==> config.mk <==
export PLATFORM = sky130hd
export DESIGN_NAME = cgpg_div_lane
export DESIGN_NICKNAME = d
export VERILOG_FILES = /design/src/cgpg_pkg.sv /design/src/cgpg_div_lane.sv
export SDC_FILE = /design/constraint.sdc
export NUM_CORES = 1
export LEC_CHECK = 0
export CAP_MARGIN = 0
export CORE_MARGIN = 8
export CORE_UTILIZATION = 58
export CTS_CLUSTER_DIAMETER = 200
export DETAILED_ROUTE_END_ITERATION = 16
export DONT_BUFFER_PORTS = 1
export PLACE_DENSITY = 0.86
export SKIP_LAST_GASP = 1
export SYNTH_ARGS = -nofsm -noshare
export SYNTH_HDL_FRONTEND = slang
export SYNTH_SLANG_ARGS = --single-unit
==> constraint.sdc <==
create_clock -name clk -period 3.2 [get_ports clk]
set_input_delay 0.64 -clock clk [delete_from_list [all_inputs] [get_ports clk]]
set_output_delay 0.64 -clock clk [all_outputs]
set_load 0.01 [all_outputs]
==> src/cgpg_pkg.sv <==
package cgpg_pkg;

    // Field and register widths
    localparam int COORD_W    = 12;
    localparam int DIM_W      = 13;
    localparam int BYTE_W     = 8;
    localparam int MODE_W     = 3;
    localparam int LEVEL_W    = 8;
    localparam int HUE_W      = 9;
    localparam int CFG_ADDR_W = 3;
    localparam int CFG_DATA_W = 13;

    localparam int MAX_DIM       = 4096;
    localparam int RESET_DIM     = 1024;
    localparam int DEF_FRAC_BITS = 16;

    localparam int HUE_WRAP   = 360;
    localparam int HUE_SECTOR = 60;
    localparam int BYTE_MAX   = 255;

    // gradient modes
    localparam logic [MODE_W-1:0] MODE_RED   = 3'd0;
    localparam logic [MODE_W-1:0] MODE_GREEN = 3'd1;
    localparam logic [MODE_W-1:0] MODE_BLUE  = 3'd2;
    localparam logic [MODE_W-1:0] MODE_HUE   = 3'd3;
    localparam logic [MODE_W-1:0] MODE_SAT   = 3'd4;
    localparam logic [MODE_W-1:0] MODE_VAL   = 3'd5;

    // register indexes
    localparam logic [CFG_ADDR_W-1:0] CFG_MODE   = 3'd0;
    localparam logic [CFG_ADDR_W-1:0] CFG_LEVEL  = 3'd1;
    localparam logic [CFG_ADDR_W-1:0] CFG_HUE    = 3'd2;
    localparam logic [CFG_ADDR_W-1:0] CFG_WIDTH  = 3'd3;
    localparam logic [CFG_ADDR_W-1:0] CFG_HEIGHT = 3'd4;

    // input stage + one stage per quotient bit + four color stages
    function automatic int stage_count(input int frac_bits);
        return frac_bits + 8;
    endfunction

endpackage

==> src/cgpg_div_lane.sv <==
module cgpg_div_lane #(
    parameter int NW = 31,
    parameter int QW = 19,
    parameter int DW = 13
) (
    input  logic          clk,
    input  logic [QW-1:0] en,
    input  logic [NW-1:0] dividend,
    input  logic [DW-1:0] divisor,
    output logic [QW-1:0] quotient
);
    import cgpg_pkg::*;

    // restoring division, one quotient bit per stage, MSB first
    logic [DW-1:0] rem_reg  [QW];
    logic [QW-1:0] low_reg  [QW];
    logic [QW-1:0] quo_reg  [QW];
    logic [DW-1:0] rem_next [QW];
    logic [QW-1:0] low_next [QW];
    logic [QW-1:0] quo_next [QW];

    genvar s;
    generate
        for (s = 0; s < QW; s++)
        begin : g_stage
            logic [DW-1:0] rem_in;
            logic [QW-1:0] low_in;
            logic [QW-1:0] quo_in;
            logic [DW:0]   trial;
            logic          take;

            if (s == 0)
            begin : g_first
                // upper dividend bits are below the divisor since quotient < 2^QW
                assign rem_in = DW'(dividend[NW-1:QW]);
                assign low_in = dividend[QW-1:0];
                assign quo_in = '0;
            end
            else
            begin : g_next
                assign rem_in = rem_reg[s-1];
                assign low_in = low_reg[s-1];
                assign quo_in = quo_reg[s-1];
            end

            assign trial       = {rem_in, low_in[QW-1]};
            assign take        = (trial >= {1'b0, divisor});
            assign rem_next[s] = take ? DW'(trial - {1'b0, divisor}) : trial[DW-1:0];
            assign low_next[s] = low_in << 1;
            assign quo_next[s] = {quo_in[QW-2:0], take};

            always_ff @(posedge clk)
            begin
                if (en[s])
                begin
                    rem_reg[s] <= rem_next[s];
                    low_reg[s] <= low_next[s];
                    quo_reg[s] <= quo_next[s];
                end
            end
        end
    endgenerate

    assign quotient = quo_reg[QW-1];

endmodule

# Word level (Yosys, flattened, before mapping)
# Memory sizes are Yosys's and may differ from the RTL's.
# Index checks and enable logic that the tools add are counted.
[totals]
register_bits = 0
memories = 3
output_inout_bits = 19
wordCells = 98
ram_bits = 950
in_bits = 64
[memory_table]
columns = ["memory", "words", "width", "rd", "rd_clocked_by_memory_dff", "wr", "line", "text"]
rows = [
  ["quo_reg", 19, 19, 19, 0, 19, "cgpg_div_lane.sv:17", "logic [QW-1:0] quo_reg [QW];"],
  ["low_reg", 19, 18, 18, 0, 19, "cgpg_div_lane.sv:16", "logic [QW-1:0] low_reg [QW];"],
  ["rem_reg", 19, 13, 18, 0, 19, "cgpg_div_lane.sv:15", "logic [DW-1:0] rem_reg [QW];"],
]
[classes]
n_addsub = 19
n_mux = 57
n_lt_le_gt_ge = 19
[op_table]
columns = ["operator", "count"]
rows = [
  ["$ge 14x13->1", 18],
  ["$mux 13", 19],
  ["$sub 13x13->13", 19],
  ["$mux 1", 38],
  ["$ge 13x13->1", 1],
]

# Longest topological paths before layout
# Gate-level depths: netlist (run 1).
# An unclocked memory read counts as a cell.
[depth]
ltp_word = 3
depth_mapped = 11

# Worst setup path before layout (run 1)
# Ideal clock, no wire load.
[synth_path]
path_kind = "input to register"
from = "in divisor[7]"
to = "mem rem_reg[11][10], data pin"
setup_ns = 0.260
required_ns = 2.940
setup_slack_ns = 0.009
stages = 9
t_arrival_ns = 2.930
path_cell_list = "inv_1 -> ha_1 -> and2_4 -> or4_4 -> o211ai_2 -> a31oi_1 -> o32ai_4 -> buf_12 -> mux2_4"
[synth_rtl]
columns = ["item", "line", "text"]
rows = [
  ["start: declaration", "cgpg_div_lane.sv:9", "input logic [DW-1:0] divisor,"],
  ["end: declaration", "cgpg_div_lane.sv:15", ""],
]

==> impl_metrics.toml, run 1 <==
[global_route]
grt-ovfl-total = 0
met2_usage_pct = 39.8
busiest_layer = "met2"
grt_start_max_net_pins = 33
track_usage_pct = 22.4
met1_usage_pct = 26.9
gr-usage-met3_pct = 3.19
grt_pass1_wl_um = 114000
antenna_found_initial = 1
grt_pass1_vias = 21500

[setup_path]
cp_slowest_cell = "a21oi_2"
critPathArrivalTime_ps = 3410
timing.rr.end = "rem_reg[14][10]"
worst-setup-path-type = "flop to flop"
end_kind = "flop"
critPathLaunchType = "flop"
critPathRequiredTime_ps = 3550
rr_worst_depth = 9
rr_startpoint = "low_reg[13][17]"
cp_slowest_stage_delay_ps = 670
cp_max_fo = 14
r2r_slack_ps = 150
worstPathCellList = "inv_1, ha_1, fa_1, nor2b_1, o31a_1, o31a_1, a21oi_2, a21oi_2, mux2_2"

[synth]
synth_flop_cell = "edfxtp_1"
netlist_top_cells_area = "edfxtp_1 55%, ha_1 9.6%, mux2_2 6.3%"
synth_top_area_share_pct = 55.4
syn_area_per_cell_sq_um = 13.1
syn_area_sq_um = 32200
synth-async-reset-ratio_pct = 0
synth_cell_types = 75
yosys.area.top_type = "edfxtp_1"
syn_inst = 2459
yosys_warnings = 0
synthTopCellsByCount = "595 x edfxtp_1, 247 x ha_1, 180 x mux2_2"
synth.most_common_cell = "edfxtp_1"
ys_seq_elements = 595
synth-edff-count = 595
seq_area_frac_synth_pct = 55.4
syn-num-nets = 2788

[route]
wl_um = 72300
viasPerCell = 6.11
drt_iter0_drc = 1423
dr.pass1.iters = 5
wl_per_cell_um = 21.2
antenna_left = 0
drc = 0
num_vias = 20800

[clock_network]
clockRootBuffer = "clkbuf_16"
cts_buffers = 60
clk_latency_ps = 630
htree_levels = 2
path_clk_slew_ps = 60
clockBufferDepth = 3
holdBufCountCts = 0
cts_tree = "yes"
postCtsSetupBuffers = 0
cts_sinks = 595

[place]
hpwl_um = 51700
portBuffers = 0
gp_congestion = 0.930
place_ws_ps = -103
dp.cells = 3296

[power_and_ir_drop]
clkPwrFrac_pct = 18.6
p_int_mw = 24.0
ir_drop_v = 0.000778
cellPowerDensity_nw_per_um2 = 1020
p_comb_share_pct = 46.6
leakagePower_nw = 14.0
switching_share_pct = 34.6
switchingPower_mw = 12.7
p_seq_share_pct = 34.8

[timing]
maxSlewHeadroom_pct = 36.3
fmax_mhz = 327
rsz0062_at_grt = "no"
period_minus_slack_ps = 3050
fin_skew_ps = 22.3
setup_viol = 0
setup_slack_ps = 146
timing.final.crit_share_pct = 95.5
slew_viol_final = 0
hold_viol_final = 0
tightest_slew_ps = 932

[floorplan]
die_w_um = 252
rows = 86
core_sq_um = 55000
die_h_um = 252
ioPinCount = 83
start_util_pct = 58.6
dieArea_sq_um = 63400

[finish]
syn2layout_area_growth_pct = 11.8
drive_above_1_share_pct = 16.4
stdcell_count = 3404
nets = 2939
utilization_pct = 65.5
antenna_cells = 0
largest_reg_flops = 234

[worst_hold_path]
hp-class = "primary input to flop"
min_to = "low_reg[0][14]"
hold_depth = 0
hold_start = "dividend[14]"

[flow_run]
cap_violations = 0

[outcome]
status = "complete, no violations"
-- layout by cell type, fill, tap and decap left out, drive strengths merged, types with 101 or more instances in the layout --
master	n
edfxtp	595
ha	247
mux2	191
nor2	150
a21oi	138
buf	124
xnor2	122
nand2	108
inv	101
-- through the flow --
step / area [sq um] / hold slack (ps) / total power [mW] / TNS (ps)
3_3_place_gp: 34100 / 400 / 28.9 / -125
4_1_cts: 36000 / 73.4 / 36.6 / 0
6_report: 36000 / 98.9 / 36.7 / 0
5_1_grt: 36000 / 77.8 / 38.8 / 0
3_5_place_dp: 34100 / 405 / 29.6 / -2530
2_1_floorplan: 32200 / 400 / 25.3 / 0
-- worst max-delay path by stage --
| stage | from | to | slack, ps | cells after the start |
|---|---|---|---|---|
| 2_1_floorplan | divisor[7] | rem_reg[11][10] | 9 | 9 |
| 3_3_place_gp | divisor[2] | rem_reg[2][12] | -20 | 11 |
| 3_5_place_dp | divisor[3] | rem_reg[7][4] | -100 | 11 |
| 4_1_cts | low_reg[15][17] | rem_reg[16][8] | 140 | 9 |
| 5_1_grt | low_reg[13][17] | rem_reg[14][10] | 10 | 9 |
| 6_report | low_reg[13][17] | rem_reg[14][10] | 150 | 9 |
-- timing repair --
item                                    CTS  global route
endpoints found under the hold margin     0             0
gates resized for setup                   0             1
endpoints found under the setup margin    0             7
-- cells by family (layout without fill, tap and decap cells) --
kind of cell	Yosys count	count (layout)	synth area share, %
muxes	231	231	8.00
adders and majority gates	265	265	10.7
xor gates and xnor gates	147	147	3.99
AOI/OAI and AO/OA	545	545	11.7
buffers and inverters	135	332	1.83
DFF	595	595	55.4
and+or+nand+nor	541	541	8.29
-- final cells by class --
| class | count | area (sq um) |
|---|---|---|
| Multi-Input combinational cell | 1729 | 13800 |
| Timing Repair Buffer | 124 | 1170 |
| Inverter | 100 | 375 |
| Clock buffer | 75 | 1560 |
| Sequential cell | 595 | 17900 |
| Clock inverter | 33 | 354 |
| Fill cell | 3859 | 18900 |
| Tap cell | 748 | 936 |
-- layer usage --
metal | vias to the layer above | share of wire [%]
met2 | 627 | 50
met1 | 10100 | 41
li1 | 9837 | -
met5 | - | 0.018
met4 | 2 | 4.7
met3 | 210 | 5.0
-- worst max-delay path: cells and delay by family, from the launching register on --
family / cells / cell delay, ps
buffers and inverters: 1 / 70
DFF: 1 / 380
AOI/OAI and AO/OA: 4 / 1090
adders and majority gates: 2 / 630
muxes: 1 / 420
and+or+nand+nor: 1 / 180
-- power groups by stage --
stage	sequential (mW)	combinational, mW	clock [mW]
6_report	12.8	17.1	6.82
4_1_cts	12.8	16.9	6.95
2_1_floorplan	12.3	13.1	0
5_1_grt	13.0	18.6	7.24
3_5_place_dp	12.9	16.6	0
3_3_place_gp	12.9	16.0	0
Power figures use the tool's default switching activity.
==> run 2, diff against run 1 <==
Settings changed: REMOVE_ABC_BUFFERS set to 1.
==> impl_metrics.toml, run 2 (synthesis gave the netlist of run 1 again) <==
[outcome]
status = "complete, no violations"

[finish]
drive_above_1_share_pct = 15.3
multi_input_area_sq_um = 13800
antenna_cells = 0
nets = 2894
ff_latch_area_sq_um = 17900
final_cell_mix = "595 x edfxtp_1, 247 x ha_1, 180 x mux2_2"
layout_commonest_cell = "edfxtp_1"
stdcell_count = 3364
largest_reg_flops = 234
syn2layout_area_growth_pct = 11.4
stdcell_area_sq_um = 35900
fill_cells = 3842

[power_and_ir_drop]
ir_drop_v = 0.000617
leakagePower_nw = 13.9
p_comb_share_pct = 45.4
switchingPower_mw = 12.7
clkPwrFrac_pct = 20.2
switching_share_pct = 34.2
cellPowerDensity_nw_per_um2 = 1030
p_seq_share_pct = 34.4
p_int_mw = 24.4

[setup_path]
worst-setup-path-type = "flop to flop"
critPathArrivalTime_ps = 3340
critPathLaunchType = "flop"
critPathRequiredTime_ps = 3560
cp_max_fo = 14
end_kind = "flop"

[timing]
hold_viol_final = 0
slew_viol_final = 0
fmax_mhz = 336
fin_skew_ps = 21.1
timing.final.crit_share_pct = 93.0
tightest_slew_ps = 802
setup_viol = 0
period_minus_slack_ps = 2980
rsz0062_at_grt = "no"
maxSlewHeadroom_pct = 46.1

[place]
hpwl_um = 49900
portBuffers = 0
place_area_sq_um = 33800
dp.cells = 3251
gp_congestion = 0.908

[global_route]
grt_pass1_wl_um = 112000
grt_start_max_net_pins = 33
track_usage_pct = 22.1
grt_pass1_vias = 21100
antenna_found_initial = 0
grt-ovfl-total = 0

[clock_network]
htree_levels = 2
path_clk_slew_ps = 70
clockBufferDepth = 3
cts_sinks = 595
cts_buffers = 60
cts_tree = "yes"
clk_latency_ps = 630
postCtsSetupBuffers = 0
clockRootBuffer = "clkbuf_16"

[route]
drc = 0
num_vias = 20500
antenna_left = 0
drt_iter0_drc = 1492
viasPerCell = 6.11
dr.pass1.iters = 5
wl_um = 70900
wl_per_cell_um = 21.1

[floorplan]
rows = 86
ioPinCount = 83
die_w_um = 252
start_util_pct = 58.6
die_h_um = 252
dieArea_sq_um = 63400
core_sq_um = 55000

[worst_hold_path]
hp-class = "primary input to flop"

[flow_run]
cap_violations = 0
==> run 2: changes by cell type in the layout (fill, tap and decap cells not counted), moves of 2 or more <==
| cell | delta |
|---|---|
| clkinv_2 | -3 |
| buf_4 | -43 |
| inv_6 | +2 |
| bufinv_16 | +7 |
| clkinv_1 | +6 |
| buf_12 | -2 |
| clkbuf_1 | -11 |
==> run 2: worst max-delay path, cell delays in order, from the launching register on <==
cell	delay (ps)
edfxtp_1	330
inv_1	80
ha_1	210
fa_1	410
nand2b_1	200
a211oi_1	290
a211oi_1	120
o21a_1	240
a21oi_4	430
mux2_2	400
==> run 2: what timing repair did <==
item                       CTS  global route
setup endpoints to repair    9             0
hold buffers                 0             0
resized for setup            1             0
==> run 2: worst paths after layout <==
| check | start | endpoint | slack (ps) | depth (start not counted) |
|---|---|---|---|---|
| worst min-delay path | dividend[13] | low_reg[0][13] | 100 | 0 |
| worst min register to register | quo_reg[12][3] | quo_reg[13][4] | 410 | 0 |
| worst max-delay path | low_reg[16][17] | rem_reg[17][5] | 220 | 9 |
| worst max register to register | low_reg[16][17] | rem_reg[17][5] | 220 | 9 |
==> run 2: through the flow <==
step | utilization [%] | setup WS [ps] | TNS (ps) | hold WS, ps | power (mW)
6_report | 65.3 | 224 | 0 | 99.7 | 37.1
5_1_grt | 65.3 | 71.5 | 0 | 67.9 | 39.2
4_1_cts | 65.3 | 209 | 0 | 60.1 | 37.0
3_5_place_dp | 61.4 | -245 | -2500 | 405 | 29.2
3_3_place_gp | 61.4 | -106 | -1050 | 400 | 28.5
2_1_floorplan | - | -99.1 | -717 | 400 | 25.1
==> run 2: cell type report <==
type                       instances  share of cell area, %
clock buffer                      64                   4.22
clock inverter                    49                   1.74
inverter                         100                   1.05
multi-input combinational       1729                   38.4
sequential                       595                   49.8
tap                              748                   2.61
timing repair buffer              79                   2.24
==> run 2: per-layer routing <==
layer / vias to the layer above / track usage, % / share of wire [%] / routed length (um)
met1: 9952 / 27.0 / 41 / 29100
met4: 0 / 9.26 / 4.3 / 3060
met3: 208 / 3.11 / 5.0 / 3550
met5: - / 0 / 0 / 0
met2: 645 / 39.0 / 50 / 35200
li1: 9740 / - / - / -
==> run 2: power by group through the flow <==
stage          clock (mW)  combinational, mW  sequential, mW
2_1_floorplan           0               12.8            12.3
3_3_place_gp            0               15.6            12.8
3_5_place_dp            0               16.4            12.9
4_1_cts              7.64               16.6            12.8
5_1_grt              7.92               18.3            12.9
6_report             7.50               16.8            12.8
==> run 3, diff against run 2 <==
Settings changed: PLACE_DENSITY 0.86 to 0.78.
==> impl_metrics.toml, run 3 (synthesis gave the netlist of run 1 again) <==
[floorplan]
core_sq_um = 55000
die_h_um = 252
dieArea_sq_um = 63400
rows = 86
die_w_um = 252
ioPinCount = 83
start_util_pct = 58.6

[finish]
stdcell_count = 3363
multi_input_area_sq_um = 13800
final_cell_mix = "595 x edfxtp_1, 247 x ha_1, 180 x mux2_2"
drive_above_1_share_pct = 15.5
fill_cells = 3896
layout_commonest_cell = "edfxtp_1"
antenna_cells = 0
nets = 2892
stdcell_area_sq_um = 35800
largest_reg_flops = 234
ff_latch_area_sq_um = 17900
syn2layout_area_growth_pct = 11.1
utilization_pct = 65.1

[power_and_ir_drop]
ir_drop_v = 0.000602
totalPowerFinal_mw = 36.8
leakagePower_nw = 13.8
cellPowerDensity_nw_per_um2 = 1030

[place]
hpwl_um = 48100
place_area_sq_um = 33700
dp.cells = 3248
portBuffers = 0
gp_congestion = 0.896
place_ws_ps = -109

[route]
viasPerCell = 6.12
drc = 0
antenna_left = 0
num_vias = 20600
route.met2.wl_um = 34300
wl_per_cell_um = 20.6
wirelength_met1_um = 28000
wl_um = 69200
dr.pass1.iters = 6
wl_met3_um = 3260
drt_iter0_drc = 1345
top_layer_used = "met4"

[timing]
hold_viol_final = 0
setup_viol = 0
fmax_mhz = 345
slew_viol_final = 0
fin_skew_ps = 21.4
maxSlewHeadroom_pct = 45.8
rsz0062_at_grt = "no"
setup_slack_ps = 301
timing.final.crit_share_pct = 90.6
period_minus_slack_ps = 2900
tightest_slew_ps = 808

[setup_path]
end_kind = "flop"
worst-setup-path-type = "flop to flop"
critPathArrivalTime_ps = 3280
cp_max_fo = 14
critPathLaunchType = "flop"
critPathRequiredTime_ps = 3580
r2r_slack_ps = 300
rr_worst_depth = 9
timing.rr.end = "rem_reg[7][12]"
rr_startpoint = "low_reg[6][17]"

[clock_network]
htree_levels = 2
cts_sinks = 595
holdBufCountCts = 0
cts_tree = "yes"
clk_latency_ps = 640
path_clk_slew_ps = 70
clockBufferDepth = 3
clockRootBuffer = "clkbuf_16"
cts_buffers = 61

[global_route]
antenna_found_initial = 0
grt_pass1_vias = 20900
grt_start_max_net_pins = 33
grt-ovfl-total = 0
grt_pass1_wl_um = 109000
track_usage_pct = 21.3

[outcome]
status = "complete, no violations"

[worst_hold_path]
hold_depth = 0
hold_start = "dividend[4]"
min_to = "low_reg[0][4]"
hp-class = "primary input to flop"

[flow_run]
cap_violations = 0
[run 3: changes by cell type in the layout (fill, tap and decap cells not counted), sizes merged]
cell	before	now
clkinv	27	28
inv	105	106
buf	79	76
bufinv	12	7
clkinvlp	5	10
[run 3: cell type report]
type / instances / share of cell area, %
multi-input cells: 1729 / 38.5
clock inverters: 51 / 1.49
flip-flops and latches: 595 / 49.9
repair buffers: 76 / 2.15
well taps: 748 / 2.61
inverters: 100 / 1.05
clock buffers: 64 / 4.30
[run 3: worst max path at each step]
stage	slack, ps	start	endpoint	cells past startpoint
finish	300	low_reg[6][17]	rem_reg[7][12]	9
global route	120	low_reg[6][17]	rem_reg[7][12]	9
floorplan	-100	divisor[7]	rem_reg[11][12]	8
global placement	-20	divisor[0]	rem_reg[7][6]	8
CTS	90	low_reg[6][17]	rem_reg[7][12]	9
detailed placement	-110	divisor[0]	rem_reg[7][7]	8
[run 3: per-stage QoR]
step           setup TNS, ps  hold WS [ps]
6_report                   0          93.9
3_3_place_gp            -228           400
4_1_cts                    0          58.5
2_1_floorplan           -717           400
5_1_grt                    0          64.3
3_5_place_dp           -1130           405
[run 3: what timing repair did]
item	CTS	global route
buffers inserted	0	0
setup endpoints to repair	0	11
resized for setup	0	1
[run 3: critical path: stages (launching register included)]
cell,delay [ps]
edfxtp_1,340
inv_1,70
ha_1,220
fa_1,410
nand2b_1,180
a211oi_1,250
a211oi_1,110
o21a_1,250
a21oi_4,410
mux2_2,400
[run 3: power by group]
| part | leakage (nW) | switching (mW) | internal [mW] | total [mW] |
|---|---|---|---|---|
| clock network | 0.983 | 3.08 | 4.11 | 7.19 |
| registers | 5.81 | 1.10 | 11.6 | 12.7 |
| logic | 7.00 | 8.38 | 8.46 | 16.8 |
[run 3: routing by layer]
metal  vias up  track usage [%]
li1       9742                -
met1      9979             25.4
met2       651             37.8
met3       215             2.85
met4         0             10.9
met5         -                0
